## src/rtl/afd_pkg.sv

```systemverilog
// ----------------------------------------------------------------------------
// afd_pkg
// Shared types, codes and helpers of the ASCII hex frame decoder.
// ----------------------------------------------------------------------------
package afd_pkg;

    // Configuration register indexes
    localparam logic REG_OWN_ADDRESS    = 1'b0;
    localparam logic REG_REQUEST_HEADER = 1'b1;

    // Register reset values
    localparam logic [7:0] OWN_ADDRESS_RESET    = 8'h01;
    localparam logic [7:0] REQUEST_HEADER_RESET = 8'h3A;

    // Broadcast address byte
    localparam logic [7:0] BROADCAST_BYTE = 8'hFF;

    // Shortest well-formed frame in characters
    localparam logic [2:0] MIN_FRAME_CHARS = 3'd5;
    localparam logic [2:0] MAX_CHAR_COUNT  = 3'd7;

    // Result kinds
    localparam logic KIND_DATA   = 1'b0;
    localparam logic KIND_STATUS = 1'b1;

    // Data byte counter codes
    localparam logic [1:0] BIDX_NONE  = 2'd0;
    localparam logic [1:0] BIDX_FIRST = 2'd1;
    localparam logic [1:0] BIDX_MORE  = 2'd2;

    // Error flag bit positions
    localparam int ERR_HEADER  = 0;
    localparam int ERR_PAYLOAD = 1;
    localparam int ERR_BCAST   = 2;

    typedef enum logic [2:0] {
        VERDICT_OK_ADDRESSED  = 3'd0,
        VERDICT_OK_BROADCAST  = 3'd1,
        VERDICT_BAD_HEADER    = 3'd2,
        VERDICT_BAD_CK_CHAR   = 3'd3,
        VERDICT_CK_MISMATCH   = 3'd4,
        VERDICT_BAD_PAYLOAD   = 3'd5,
        VERDICT_ADDR_MISMATCH = 3'd6,
        VERDICT_TOO_SHORT     = 3'd7
    } verdict_t;

    typedef struct packed {
        logic       kind;
        logic [7:0] data_byte;
        logic [2:0] verdict;
        logic       last_of_run;
    } afd_result_t;

    // Results produced by one accepted character
    typedef struct packed {
        logic [1:0]             num;
        afd_result_t [1:0]      item;
    } afd_push_t;

    // Decode one hex character: {valid, value}; invalid reads as 15
    function automatic logic [4:0] hex_decode(input logic [7:0] c);
        logic [4:0] r;
        begin
            if (c inside {[8'h30:8'h39]}) begin
                r = {1'b1, 4'(c - 8'h30)};
            end else if (c inside {[8'h41:8'h46]}) begin
                r = {1'b1, 4'(c - 8'h37)};
            end else if (c inside {[8'h61:8'h66]}) begin
                r = {1'b1, 4'(c - 8'h57)};
            end else begin
                r = {1'b0, 4'hF};
            end
            return r;
        end
    endfunction

endpackage

```

## src/rtl/afd_frame_core.sv

```systemverilog
// ----------------------------------------------------------------------------
// afd_frame_core
// Frame state, hex pair decode, checksum and verdict for one character per
// cycle while accept is high; hands up to two results per character to the result queue.
// ----------------------------------------------------------------------------
module afd_frame_core (
    input  logic               aclk,
    input  logic               aresetn,
    input  logic               accept,
    input  logic [7:0]         char_in,
    input  logic               frame_end,
    input  logic               cfg_write,
    input  logic               cfg_index,
    input  logic [7:0]         cfg_data,
    output afd_pkg::afd_push_t push
);
    import afd_pkg::*;

    logic [7:0] own_addr_reg;
    logic [7:0] header_reg;

    logic [7:0] d0_reg, d0_next;
    logic [7:0] d1_reg, d1_next;
    logic [2:0] cnt_reg, cnt_next;
    logic [7:0] sum_reg, sum_next;
    logic       phase_reg, phase_next;
    logic [1:0] bidx_reg, bidx_next;
    logic [7:0] held_reg, held_next;
    logic [2:0] err_reg, err_next;

    logic [4:0] hi_dec, lo_dec, ck_hi_dec, ck_lo_dec;
    logic [7:0] pair_byte, ck_byte, first_byte;
    logic       pair_ok, ck_ok;
    verdict_t   verdict;
    afd_push_t  push_c;

    // Configuration registers
    always_ff @(posedge aclk) begin
        if (!aresetn) begin
            own_addr_reg <= OWN_ADDRESS_RESET;
            header_reg   <= REQUEST_HEADER_RESET;
        end else if (cfg_write) begin
            case (cfg_index)
                REG_OWN_ADDRESS:    own_addr_reg <= cfg_data;
                REG_REQUEST_HEADER: header_reg   <= cfg_data;
                default:            own_addr_reg <= own_addr_reg;
            endcase
        end
    end

    // Decode the held payload pair and the checksum pair
    assign hi_dec    = hex_decode(d1_reg);
    assign lo_dec    = hex_decode(d0_reg);
    assign pair_byte = {hi_dec[3:0], lo_dec[3:0]};
    assign pair_ok   = hi_dec[4] & lo_dec[4];
    assign ck_hi_dec = hex_decode(d0_reg);
    assign ck_lo_dec = hex_decode(char_in);
    assign ck_byte   = {ck_hi_dec[3:0], ck_lo_dec[3:0]};
    assign ck_ok     = ck_hi_dec[4] & ck_lo_dec[4];

    // Replace byte 0 by own address on broadcast
    assign first_byte = (held_reg != own_addr_reg && held_reg == BROADCAST_BYTE &&
                         pair_byte == BROADCAST_BYTE) ? own_addr_reg : held_reg;

    // Next frame state and results of this character
    always_comb begin
        err_next   = err_reg;
        phase_next = phase_reg;
        bidx_next  = bidx_reg;
        held_next  = held_reg;
        verdict    = VERDICT_ADDR_MISMATCH;
        push_c     = '0;

        if (cnt_reg == 3'd0) begin
            if (char_in != header_reg) begin
                err_next[ERR_HEADER] = 1'b1;
            end
        end else if (!frame_end && cnt_reg >= 3'd2) begin
            if (!phase_reg) begin
                phase_next = 1'b1;
            end else begin
                phase_next = 1'b0;
                if (!pair_ok) begin
                    err_next[ERR_PAYLOAD] = 1'b1;
                end
                case (bidx_reg)
                    BIDX_NONE: begin
                        held_next = pair_byte;
                        bidx_next = BIDX_FIRST;
                    end
                    BIDX_FIRST: begin
                        if (pair_byte == BROADCAST_BYTE) begin
                            err_next[ERR_BCAST] = 1'b1;
                        end
                        push_c.item[0].kind      = KIND_DATA;
                        push_c.item[0].data_byte = first_byte;
                        push_c.item[1].kind      = KIND_DATA;
                        push_c.item[1].data_byte = pair_byte;
                        push_c.num               = 2'd2;
                        bidx_next                = BIDX_MORE;
                    end
                    default: begin
                        push_c.item[0].kind      = KIND_DATA;
                        push_c.item[0].data_byte = pair_byte;
                        push_c.num               = 2'd1;
                    end
                endcase
            end
        end

        // Shift the delay line and accumulate the checksum
        sum_next = (cnt_reg >= 3'd2) ? sum_reg + d1_reg : sum_reg;
        d1_next  = d0_reg;
        d0_next  = char_in;
        cnt_next = (cnt_reg < MAX_CHAR_COUNT) ? cnt_reg + 3'd1 : cnt_reg;

        if (frame_end) begin
            if (err_next[ERR_HEADER]) begin
                verdict = VERDICT_BAD_HEADER;
            end else if (cnt_next < MIN_FRAME_CHARS) begin
                verdict = VERDICT_TOO_SHORT;
            end else if (!ck_ok) begin
                verdict = VERDICT_BAD_CK_CHAR;
            end else if (ck_byte != sum_next) begin
                verdict = VERDICT_CK_MISMATCH;
            end else if (err_next[ERR_PAYLOAD]) begin
                verdict = VERDICT_BAD_PAYLOAD;
            end else if (held_reg == own_addr_reg) begin
                verdict = VERDICT_OK_ADDRESSED;
            end else if (bidx_reg == BIDX_MORE && held_reg == BROADCAST_BYTE &&
                         err_next[ERR_BCAST]) begin
                verdict = VERDICT_OK_BROADCAST;
            end else begin
                verdict = VERDICT_ADDR_MISMATCH;
            end

            // Flush a lone first byte ahead of the status
            if (bidx_reg == BIDX_FIRST) begin
                push_c.item[0].kind      = KIND_DATA;
                push_c.item[0].data_byte = held_reg;
                push_c.item[1].kind      = KIND_STATUS;
                push_c.item[1].verdict   = verdict;
                push_c.num               = 2'd2;
            end else begin
                push_c.item[0].kind      = KIND_STATUS;
                push_c.item[0].verdict   = verdict;
                push_c.num               = 2'd1;
            end

            // Clear the frame
            err_next   = '0;
            phase_next = 1'b0;
            bidx_next  = BIDX_NONE;
            held_next  = '0;
            sum_next   = '0;
            d0_next    = '0;
            d1_next    = '0;
            cnt_next   = '0;
        end

        // Mark the last result of the run
        if (push_c.num == 2'd2) begin
            push_c.item[1].last_of_run = 1'b1;
        end else if (push_c.num == 2'd1) begin
            push_c.item[0].last_of_run = 1'b1;
        end
    end

    assign push = accept ? push_c : '0;

    // Frame state
    always_ff @(posedge aclk) begin
        if (!aresetn) begin
            d0_reg    <= '0;
            d1_reg    <= '0;
            cnt_reg   <= '0;
            sum_reg   <= '0;
            phase_reg <= 1'b0;
            bidx_reg  <= BIDX_NONE;
            held_reg  <= '0;
            err_reg   <= '0;
        end else if (accept) begin
            d0_reg    <= d0_next;
            d1_reg    <= d1_next;
            cnt_reg   <= cnt_next;
            sum_reg   <= sum_next;
            phase_reg <= phase_next;
            bidx_reg  <= bidx_next;
            held_reg  <= held_next;
            err_reg   <= err_next;
        end
    end

    // Frame end clears the frame state
    a_end_clears: assert property (@(posedge aclk) disable iff (!aresetn)
        accept && frame_end |=> cnt_reg == 3'd0 && sum_reg == 8'd0 && bidx_reg == BIDX_NONE)
        else $error("frame state not cleared after frame end");

    // Byte counter saturates at two
    a_bidx_range: assert property (@(posedge aclk) disable iff (!aresetn)
        bidx_reg != 2'd3)
        else $error("byte counter out of range");

    // An accepted frame-end character always yields a status result
    a_end_status: assert property (@(posedge aclk) disable iff (!aresetn)
        accept && frame_end |-> push.num != 2'd0 &&
            (push.item[0].kind == KIND_STATUS || push.item[1].kind == KIND_STATUS))
        else $error("frame end without status result");

endmodule

```

## src/rtl/afd_result_fifo.sv

```systemverilog
// ----------------------------------------------------------------------------
// afd_result_fifo
// Four-entry result queue; per cycle takes up to two, pops one on m_ready.
// ----------------------------------------------------------------------------
module afd_result_fifo (
    input  logic                 aclk,
    input  logic                 aresetn,
    input  afd_pkg::afd_push_t   push,
    output logic                 space_ok,
    output logic                 m_valid,
    input  logic                 m_ready,
    output afd_pkg::afd_result_t head
);
    import afd_pkg::*;

    afd_result_t mem [4];
    logic [1:0]  wr_ptr_reg, wr_ptr_next;
    logic [1:0]  rd_ptr_reg, rd_ptr_next;
    logic [2:0]  count_reg, count_next;
    logic        pop;

    assign pop      = m_valid && m_ready;
    assign m_valid  = count_reg != 3'd0;
    assign space_ok = count_reg <= 3'd2;
    assign head     = mem[rd_ptr_reg];

    // Pointer and occupancy update
    always_comb begin
        wr_ptr_next = wr_ptr_reg + push.num;
        rd_ptr_next = pop ? rd_ptr_reg + 2'd1 : rd_ptr_reg;
        count_next  = count_reg + {1'b0, push.num} - {2'b00, pop};
    end

    always_ff @(posedge aclk) begin
        if (!aresetn) begin
            wr_ptr_reg <= '0;
            rd_ptr_reg <= '0;
            count_reg  <= '0;
        end else begin
            wr_ptr_reg <= wr_ptr_next;
            rd_ptr_reg <= rd_ptr_next;
            count_reg  <= count_next;
        end
    end

    // Write the results of this cycle
    always_ff @(posedge aclk) begin
        if (push.num != 2'd0) begin
            mem[wr_ptr_reg] <= push.item[0];
        end
        if (push.num == 2'd2) begin
            mem[wr_ptr_reg + 2'd1] <= push.item[1];
        end
    end

    // Occupancy never exceeds the depth
    a_count_range: assert property (@(posedge aclk) disable iff (!aresetn)
        count_reg <= 3'd4)
        else $error("result queue overflow");

    // Results arrive only when two slots are free
    a_push_space: assert property (@(posedge aclk) disable iff (!aresetn)
        push.num != 2'd0 |-> count_reg <= 3'd2)
        else $error("push into full result queue");

    // A lone pop drops occupancy by one
    a_pop_count: assert property (@(posedge aclk) disable iff (!aresetn)
        pop && push.num == 2'd0 |=> count_reg == $past(count_reg) - 3'd1)
        else $error("result queue count slip");

endmodule

```

## src/rtl/ascii_hex_frame_decoder.sv

```systemverilog
// ----------------------------------------------------------------------------
// ascii_hex_frame_decoder
// Decodes an ASCII hex request frame into data bytes and a status verdict.
// ----------------------------------------------------------------------------
// Usage:
// - Input channel s_*: one frame character per transaction, s_frame_end set
//   on the final character. The first character must match request_header.
// - Result channel m_*: data bytes (m_kind 0) and one status (m_kind 1) per
//   frame; m_last_of_run marks the last result caused by one character.
// - Config channel cfg_*: index 0 own_address, 1 request_header; always
//   ready; the user must write only while the block is idle (not enforced).
// - Results of a character are written to the result queue as it is taken.
// - Throughput: one character per cycle, bounded by the result port, which
//   delivers one result per cycle from a four-entry result queue.
// - s_ready is high while the queue has two free slots, so a stall on m_ready
//   backs up into s_ready once three or four results are queued.
// - Reset (aresetn low, synchronous) clears the frame state and the queue and
//   loads own_address 1 and request_header 0x3A.
// ----------------------------------------------------------------------------
module ascii_hex_frame_decoder (
    input  logic       aclk,
    input  logic       aresetn,
    input  logic       s_valid,
    output logic       s_ready,
    input  logic [7:0] s_char_in,
    input  logic       s_frame_end,
    output logic       m_valid,
    input  logic       m_ready,
    output logic       m_kind,
    output logic [7:0] m_data_byte,
    output logic [2:0] m_verdict,
    output logic       m_last_of_run,
    input  logic       cfg_valid,
    output logic       cfg_ready,
    input  logic       cfg_index,
    input  logic [7:0] cfg_data
);
    import afd_pkg::*;

    afd_push_t   push;
    afd_result_t head;
    logic        accept;

    assign cfg_ready = 1'b1;
    assign accept    = s_valid && s_ready;

    // Frame decode and state
    afd_frame_core u_core (
        .aclk      (aclk),
        .aresetn   (aresetn),
        .accept    (accept),
        .char_in   (s_char_in),
        .frame_end (s_frame_end),
        .cfg_write (cfg_valid && cfg_ready),
        .cfg_index (cfg_index),
        .cfg_data  (cfg_data),
        .push      (push)
    );

    // Result queue
    afd_result_fifo u_fifo (
        .aclk     (aclk),
        .aresetn  (aresetn),
        .push     (push),
        .space_ok (s_ready),
        .m_valid  (m_valid),
        .m_ready  (m_ready),
        .head     (head)
    );

    assign m_kind        = head.kind;
    assign m_data_byte   = head.data_byte;
    assign m_verdict     = head.verdict;
    assign m_last_of_run = head.last_of_run;

endmodule
```

## config.mk

```make
export PLATFORM = sky130hd
export DESIGN_NAME = ascii_hex_frame_decoder
export DESIGN_NICKNAME = d
export VERILOG_FILES = /design/src/rtl/afd_pkg.sv /design/src/rtl/afd_frame_core.sv /design/src/rtl/afd_result_fifo.sv /design/src/rtl/ascii_hex_frame_decoder.sv
export SDC_FILE = /design/constraint.sdc
export NUM_CORES = 1
export LEC_CHECK = 0
export ABC_AREA = 1
export BUFFER_PORTS_ARGS = -buffer_cell sky130_fd_sc_hd__buf_2
export CAP_MARGIN = 25
export CORE_MARGIN = 3
export CORE_UTILIZATION = 50
export DETAILED_ROUTE_END_ITERATION = 7
export PLACE_DENSITY_LB_ADDON = 0.08
export SLEW_MARGIN = 20
export SYNTH_ARGS = -nofsm -noshare
export SYNTH_HDL_FRONTEND = slang
export SYNTH_HIERARCHICAL = 1
export SYNTH_SLANG_ARGS = --single-unit
```

## constraint.sdc

```tcl
create_clock -name aclk -period 4.3 [get_ports aclk]
set_input_delay 0.215 -clock aclk [delete_from_list [all_inputs] [get_ports aclk]]
set_output_delay 0.215 -clock aclk [all_outputs]
set_load 0.1 [all_outputs]
```

Yosys cells after proc, flatten, opt, wreduce, memory -nomap -nowiden
Memories as Yosys holds them, arrays and structs flattened. A register that Yosys moved wholly into a read port is not among the register bits.
Cells that the tools add are included.
Widths: inputs -> output; s select.

operators by class
  add/sub/neg operators = 16
  $lt $le $gt $ge = 22
  equal/unequal tests = 12
  muxes and demuxes = 74
  bitwise gates (word level) = 3
  reductions and logical operators = 30

operators with widths
  kind                 number
  $mux 8               12
  $ge 8x7->1 const B   6
  $le 8x7->1 const B   6
  $mux 5               9
  $mux 3               14
  $mux 11              3
  $mux 28              1
  $mux 9               3
  $ge 8x6->1 const B   3
  $le 8x6->1 const B   3
  $ne 8x8->1           3
  $sub 4x3->4 const B  6
  $mux 2               10
  $mux 1               18
  $eq 8x8->1 const B   2
  $logic_and 1x1->1    16
  $pmux 8 s2           1
  $mux 12              1
  $sub 4x1->4 const B  3
  $reduce_and 5->1     2
  $add 8x8->8          1
  $eq 8x8->1           1
  $pmux 2 s2           2
  $reduce_bool 2->1    4
  other kinds (19)     27

storage, ports and cells
  flip-flop bits (word level) = 64
  bits in writable memories = 52
  bits of input ports = 23
  output and inout port bits = 16
  logic and storage cells = 171
  memories kept = 1

memory list
  memory      depth  bits a word  rd ports  clocked after Yosys merged registers in  wr ports  RTL line               RTL
  u_fifo.mem  4      13           1         1                                        2         afd_result_fifo.sv:16  afd_result_t mem [4];

Logic depth before layout (Yosys ltp)
Gate-level depths: netlist of run 1.

  word-level depth = 25
  depth in mapped cells = 22
  depth with buffers taken out = 22

By module
Netlist of run 1, hierarchy kept.

modules (own cells, without submodules)
  module                   times used  cells an instance  area an instance (sq um)  seq. area each (sq um)
  afd_frame_core           1           653                4101.4                    1141.1
  afd_result_fifo          1           319                3251.9                    1741.7
  ascii_hex_frame_decoder  1           4                  18.8                      0.0

Worst setup path before layout of run 1
Ideal clock, no wire load.

  path type = flip-flop to flip-flop
  start point = register u_fifo.count_reg[1]
  end point = memory u_fifo/mem[0][0] (netlist bit) (enable)
  setup time = 0.404 ns
  arrival time = 4.716 ns
  data required time = 3.896 ns
  slack = -0.820 ns
  cell stages (with the launch flop) = 11
  path buffers = 3
  period minus slack after synthesis = 5.120 ns
  cell sequence = dfxtp_1 -> a21oi_1 -> nand2_1 -> inv_1 -> clkbuf_1 -> inv_1 -> clkbuf_1 -> clkbuf_1 -> a211oi_1 -> nor2_1 -> o31ai_1

RTL lines
  what                    RTL line               RTL
  from (decl)             afd_result_fifo.sv:19  logic [2:0] count_reg, count_next;
  from (signal assigned)  afd_result_fifo.sv:42  count_reg <= count_next;
  to (decl)               afd_result_fifo.sv:16

==> results.sh, run 1 <==
export IMPL_dpl_cell_area_sq_um=7660
export IMPL_largest_register="u_fifo/mem"
export IMPL_route_detailed_drc=0
export IMPL_synthesis_area_sq_um=7370
export IMPL_global_route_peak_usage_layer="met2"
export IMPL_fillCellCount=1356
export IMPL_drv_slew=0
export IMPL_core_sq_um=14100
export IMPL_finalCriticalPeriod_ns=3.31
export IMPL_synth_warnings=6
export IMPL_fin_nets=1058
export IMPL_crit_family="simple AND/OR/NAND/NOR gates"
export IMPL_cts_resized=0
export IMPL_syn_mean_instance_area_sq_um=7.55
export IMPL_drive_above_1_share_pct=19.3
export IMPL_synth_flop_cell="dfxtp_1"
export IMPL_yosysUniqueCellTypes=54
export IMPL_finalNonFillerCells=1203
export IMPL_status="finished, final reports clean"
export IMPL_grt_use_met2_pct=35.5
export IMPL_ys_ff_latch=118
export IMPL_setup_violations=0
export IMPL_viasPerCell=5.33
export IMPL_dpl_cell_count=1170
export IMPL_arrival_ns=3.44
export IMPL_drv_cap=0
export IMPL_clk_path_buf_depth=2
export IMPL_slowest_delay_ns=0.51
export IMPL_first_pass_iters=7
export IMPL_hp_class="in -> reg"
export IMPL_antenna_found_initial=0
export IMPL_design_area_sq_um=8270
export IMPL_grt_pass1_wl_um=30300
export IMPL_clk_pin_slew_worst_paths_ns=0.06
export IMPL_timing_hold_ws_ns=0.0269
export IMPL_grtUsageTotal_pct=23.4
export IMPL_overflow=0
export IMPL_die_h_um=127
export IMPL_numCtsBuffers=17
export IMPL_routabilityCongestion=0.844
export IMPL_synth_xor_area_share_pct=0.950
export IMPL_crit_fanout=18
export IMPL_synth_compound_area_share_pct=16.0
export IMPL_clock_fmax_mhz=302
export IMPL_synthMuxAreaShare_pct=0
export IMPL_p_leak_nw=3.27
export IMPL_critPathBufInv=4
export IMPL_slowest_stage="o31ai_2"
export IMPL_cts_tree="built"
export IMPL_clock_skew_ns=0.0106
export IMPL_num_vias=6411
export IMPL_start_util_pct=52.1
export IMPL_grtUsageMet1_pct=34.1
export IMPL_powerDensity_nw_per_um2=474
export IMPL_fin_crit_sh_pct=77.0
export IMPL_tightest_slew_ns=0.712
export IMPL_holdBufCountCts=1
export IMPL_synthArstFlopShare_pct=0
export IMPL_synth_simple_area_share_pct=30.5
export IMPL_placementRows=43
export IMPL_synth_edf_count=52
export IMPL_dp_hpwl_um=13300
export IMPL_detail_route_iter0_violations=606
export IMPL_cts_setup_buffers=0
export IMPL_netlist_instances=976
export IMPL_cp_end_kind="flop"
export IMPL_ant_nets=0
export IMPL_synth_top_family_by_area="simple AND/OR/NAND/NOR gates"
export IMPL_clk_latency_ns=0.42
export IMPL_synth_nets=1024
export IMPL_n_antenna_cell=0
export IMPL_maxSlewHeadroom_pct=52.5
export IMPL_cp_start_kind="flop"
export IMPL_wire_per_inst_um=15.0
export IMPL_critical_path_most_common_cell="nor2_1"
export IMPL_crit_required_ns=4.43
export IMPL_clockRootBuffer="clkbuf_16"
export IMPL_grt_pass1_vias=5948
export IMPL_rsz0062_at_grt="no"
export IMPL_path_cells="inv_1, ha_1, nor2_1, nand2_2, nand4_2, nor2_1, inv_2, a211oi_1, buf_4, nor2_1, o31ai_2, buf_6"
export IMPL_setup_tns_ns=0
export IMPL_io_buffers=37
export IMPL_grtUsageMet3_pct=4.10
export IMPL_critical_path_class="reg -> reg"
export IMPL_wl_um=18000
export IMPL_pin_count=39
export IMPL_total_power_mw=3.92
export IMPL_largest_reg_flops=52
export IMPL_area_delta_synth_final_pct=12.2
export IMPL_grt_max_degree=38
export IMPL_peakVddDrop_mv=0.268
export IMPL_cts_htree_levels=4
export IMPL_cts_sinks=118
export IMPL_synth_seq_area_share_pct=39.1
export IMPL_final_hold_violation_count=0
export IMPL_die_w_um=127
export IMPL_synth_fa_ha_area_share_pct=4.45
export IMPL_die_area_sq_um=16200
[synth_stat cells (2+ instances only)]
cell type    n  area share [%]
a211oi_1     3            0.31
a21oi_1     58             3.9
a22oi_1      5            0.51
a31oi_1      8            0.68
buf_12       2            0.54
buf_2        3            0.20
buf_4        2            0.20
buf_6        4            0.61
buf_8        2            0.41
clkbuf_1    16            0.81
clkinv_4     2            0.24
dfxtp_1     66              18
edfxtp_1    52              21
fa_1         2            0.54
ha_1        23             3.9
inv_1       96             4.9
inv_2       17            0.87
nand2_1    270              14
nand2_2     24             2.0
nand2_4      4            0.61
nand3_1     48             3.3
nand3_2      3            0.41
nand3_4      5             1.2
nand3b_1     3            0.31
nand4_1     12             1.0
nor2_1      85             4.3
nor2_4       4            0.61
nor2_8       2            0.54
nor3_1       5            0.34
nor3_2       2            0.27
nor4_1       2            0.17
o21ai_0     43             2.9
o21ai_1     17             1.2
o21ai_2     39             4.6
o22ai_1     13             1.1
o31ai_1      4            0.41
or2_2        7            0.59
xnor2_1      6            0.71
xor2_1       2            0.24
[cells in the final DEF (no fill, tap or decap), drive strengths merged]
cell / Yosys / routed
nand2: 298 / 298
inv: 114 / 115
o21ai: 99 / 99
nor2: 92 / 92
dfxtp: 66 / 66
a21oi: 58 / 58
nand3: 56 / 56
edfxtp: 52 / 52
buf: 14 / 44
ha: 23 / 23
clkbuf: 16 / 21
o22ai: 13 / 13
nand4: 13 / 13
clkinv: 3 / 10
a31oi: 8 / 8
or2: 8 / 8
nor3: 8 / 8
xnor2: 6 / 6
a22oi: 5 / 5
nand3b: 4 / 4
o31ai: 4 / 4
a211oi: 3 / 3
nor4: 3 / 3
bufinv: 0 / 2
xor2: 2 / 2
fa: 2 / 2
conb: 1 / 1
clkinvlp: 0 / 1
dlygate4sd3: 0 / 1
o21a: 1 / 1
or3b: 1 / 1
nor3b: 1 / 1
o211ai: 1 / 1
a21boi: 1 / 1
[power breakdown]
group / internal, mW / switching, mW
registers: 1.26 / 0.0652
logic: 0.247 / 0.918
clock network: 0.905 / 0.521
[metrics by stage]
stage | utilization, % | setup WS (ns)
after global routing | 58.4 | 0.658
final | 58.4 | 0.990
after global placement | 54.0 | 0.742
after CTS | 58.4 | 0.967
after floorplan | - | -0.197
after detailed placement | 54.2 | 0.997
[metal layers]
layer | wire length (um) | vias to the layer above
li1 | - | 3314
met2 | 7880 | 129
met1 | 9020 | 2947
met3 | 861 | 21
met5 | 0 | -
met4 | 247 | 0
[final timing paths]
check | start | end | slack [ns] | cells after the start
worst max-delay path | u_core/cnt_reg[0] | u_fifo/mem[2][3] | 0.99 | 12
worst min-delay path | cfg_data[0] | u_core/own_addr_reg[0] | 0.03 | 3
worst max register to register | u_core/cnt_reg[0] | u_fifo/mem[2][3] | 0.99 | 12
worst min register to register | u_core/err_reg[1] | u_core/err_reg[1] | 0.49 | 2
[cell families after synthesis]
family,Yosys count
simple gates,484
xor+xnor,8
other cells,1
flops,118
compound gates,193
buf+inv,147
fa+ha+maj,25
[tightest hold or removal path, stage by stage]
cell and delay (ns):
buf_2 0.09, nand2_1 0.05, o211ai_1 0.06
[cell type report]
cell class	count	area, sq um	area share [%]
clock buffer	21	473	5.72
inverter	117	452	5.46
multi-input combinational	711	3860	46.7
timing repair buffer	45	251	3.04
clock inverter	11	124	1.50
sequential	118	2880	34.9
tap	180	225	2.72
No activity file was read; power rests on OpenSTA's default activity.
==> run 2, diff against run 1 <==
- clock period: 4.3 -> 2.8 ns (I/O delays scaled with it)
==> results.sh, run 2 (same netlist as run 1, synthesis figures left out) <==
export IMPL_cts_sinks=118
export IMPL_die_w_um=127
export IMPL_die_area_sq_um=16200
export IMPL_clock_power_share_pct=35.7
export IMPL_final_hold_violation_count=0
export IMPL_area_delta_synth_final_pct=19.8
export IMPL_fin_crit_sh_pct=93.0
export IMPL_grt_pass1_vias=6181
export IMPL_overflow=0
export IMPL_first_pass_iters=5
export IMPL_clock_skew_ns=0.00894
export IMPL_clk_latency_ns=0.42
export IMPL_path_cells="ha_1, fa_2, xnor2_1, nand2_1, o21a_1, clkinv_1, nand4_1, a21oi_1, nand2_1, nor2_4, nand3_1, nand2_1, nand2_1, nand2_1, nor2_1, inv_2, o21ai_2"
export IMPL_cp_end_kind="flop"
export IMPL_pin_count=39
export IMPL_route_detailed_drc=0
export IMPL_numCtsBuffers=17
export IMPL_arrival_ns=2.78
export IMPL_fin_nets=1104
export IMPL_critical_path_most_common_cell="nand2_1"
export IMPL_peakVddDrop_mv=0.465
export IMPL_die_h_um=127
export IMPL_reg2reg_setup_slack_ns=0.20
export IMPL_ant_nets=0
export IMPL_finalNonFillerCells=1249
export IMPL_detail_route_iter0_violations=397
export IMPL_num_vias=6585
export IMPL_cp_start_kind="flop"
export IMPL_grt_max_degree=38
export IMPL_status="finished, final reports clean"
export IMPL_viasPerCell=5.27
export IMPL_setup_violations=0
export IMPL_timing_hold_ws_ns=0.0152
export IMPL_slowest_stage="fa_2"
export IMPL_design_area_sq_um=8830
export IMPL_grt_pass1_wl_um=30700
export IMPL_wire_per_inst_um=14.8
export IMPL_routabilityCongestion=0.899
export IMPL_wl_um=18500
export IMPL_drv_cap=0
export IMPL_clock_fmax_mhz=384
export IMPL_crit_fanout=6
export IMPL_intPower_mw=3.81
export IMPL_cts_tree="built"
export IMPL_cts_htree_levels=4
export IMPL_largest_register="u_fifo/mem"
export IMPL_clockRootBuffer="clkbuf_16"
export IMPL_p_leak_nw=3.52
export IMPL_drv_slew=0
export IMPL_dp_hpwl_um=13500
export IMPL_p_comb_share_pct=30.9
export IMPL_start_util_pct=52.1
export IMPL_drive_above_1_share_pct=23.7
export IMPL_tightest_slew_ns=0.697
export IMPL_total_power_mw=6.12
export IMPL_dpl_cell_area_sq_um=8070
export IMPL_slowest_delay_ns=0.38
export IMPL_antenna_found_initial=0
export IMPL_fillCellCount=1319
export IMPL_final_cell_mix="269 x nand2_1, 93 x inv_1, 80 x nor2_1"
export IMPL_io_buffers=37
export IMPL_core_sq_um=14100
export IMPL_p_sw_share_pct=37.7
export IMPL_maxSlewHeadroom_pct=53.4
export IMPL_clk_path_buf_depth=2
export IMPL_power_frac_seq_pct=33.3
export IMPL_register_area_sq_um=2890
export IMPL_layout_commonest_cell="nand2_1"
export IMPL_crit_required_ns=2.97
export IMPL_multi_input_area_sq_um=3970
export IMPL_largest_reg_flops=52
export IMPL_hp_class="in -> reg"
export IMPL_powerDensity_nw_per_um2=693
export IMPL_p_switching_mw=2.31
export IMPL_clk_pin_slew_worst_paths_ns=0.05
export IMPL_grtUsageTotal_pct=23.7
export IMPL_dpl_cell_count=1206
export IMPL_n_antenna_cell=0
export IMPL_finalCriticalPeriod_ns=2.60
export IMPL_placementRows=43
export IMPL_critical_path_class="reg -> reg"
==> run 2: cell types whose count changed in the layout (fill, tap and decap cells not counted), sizes merged <==
cell         delta
clkinvlp        +1
buf            +39
clkinv          -5
dlygate4sd3     +7
clkbuf          +4
==> run 2: through the flow <==
step	utilization (%)	TNS [ns]	setup WS (ns)
global placement	57.1	0	0.136
detailed placement	57.1	0	0.0868
finish	62.4	0	0.196
floorplan	-	-5.30	-0.102
CTS	61.8	0	0.0765
global route	62.4	-0.0156	-0.00946
==> run 2: timing repair <==
| action | CTS | global route |
|---|---|---|
| setup endpoints to repair | 0 | 18 |
| resized for setup | 0 | 18 |
| buffers inserted | 0 | 3 |
| hold buffers | 8 | 0 |
| endpoints found under the hold margin | 9 | 0 |
==> run 2: worst max-delay path, delay by kind of cell (launching register included) <==
family	cells	cell delay, ns
AO/OA/AOI/OAI	3	0.34
XOR/XNOR	1	0.16
adder cells (fa/ha/maj)	2	0.62
buffers and inverters	2	0.17
flip-flops	1	0.35
AND/OR/NAND/NOR	9	0.72
==> run 2: path summary, 6_finish.rpt <==
| path | start | endpoint | cells past startpoint |
|---|---|---|---|
| hold reg to reg | u_core/cnt_reg[0] | u_core/cnt_reg[0] | 2 |
| setup / recovery | u_core/d1_reg[0] | u_fifo/mem[2][3] | 17 |
| hold / removal | s_char_in[7] | u_core/d0_reg[7] | 3 |
| setup reg to reg | u_core/d1_reg[0] | u_fifo/mem[2][3] | 17 |
==> run 2: layout make-up <==
| class | instances | share of cell area, % |
|---|---|---|
| multi-input cells | 711 | 44.9 |
| flip-flops and latches | 118 | 32.7 |
| repair buffers | 91 | 7.91 |
| clock buffers | 25 | 5.74 |
| inverters | 117 | 5.12 |
| well taps | 180 | 2.55 |
| clock inverters | 7 | 1.03 |
==> run 2: layer usage <==
| layer | GRT usage, % | up-vias | wire length, um |
|---|---|---|---|
| li1 | - | 3395 | - |
| met1 | 33.2 | 2981 | 8890 |
| met2 | 36.8 | 189 | 8310 |
| met3 | 4.97 | 20 | 1100 |
| met4 | 7.51 | 0 | 238 |
| met5 | 0 | - | 0 |
==> run 2: power groups by stage <==
stage	Clock (mW)	Combinational [mW]	Sequential [mW]
floorplan	0	1.52	2.05
global placement	0	1.87	2.07
detailed placement	0	1.87	2.07
CTS	2.22	1.89	2.04
global route	2.30	2.04	2.06
finish	2.19	1.89	2.04
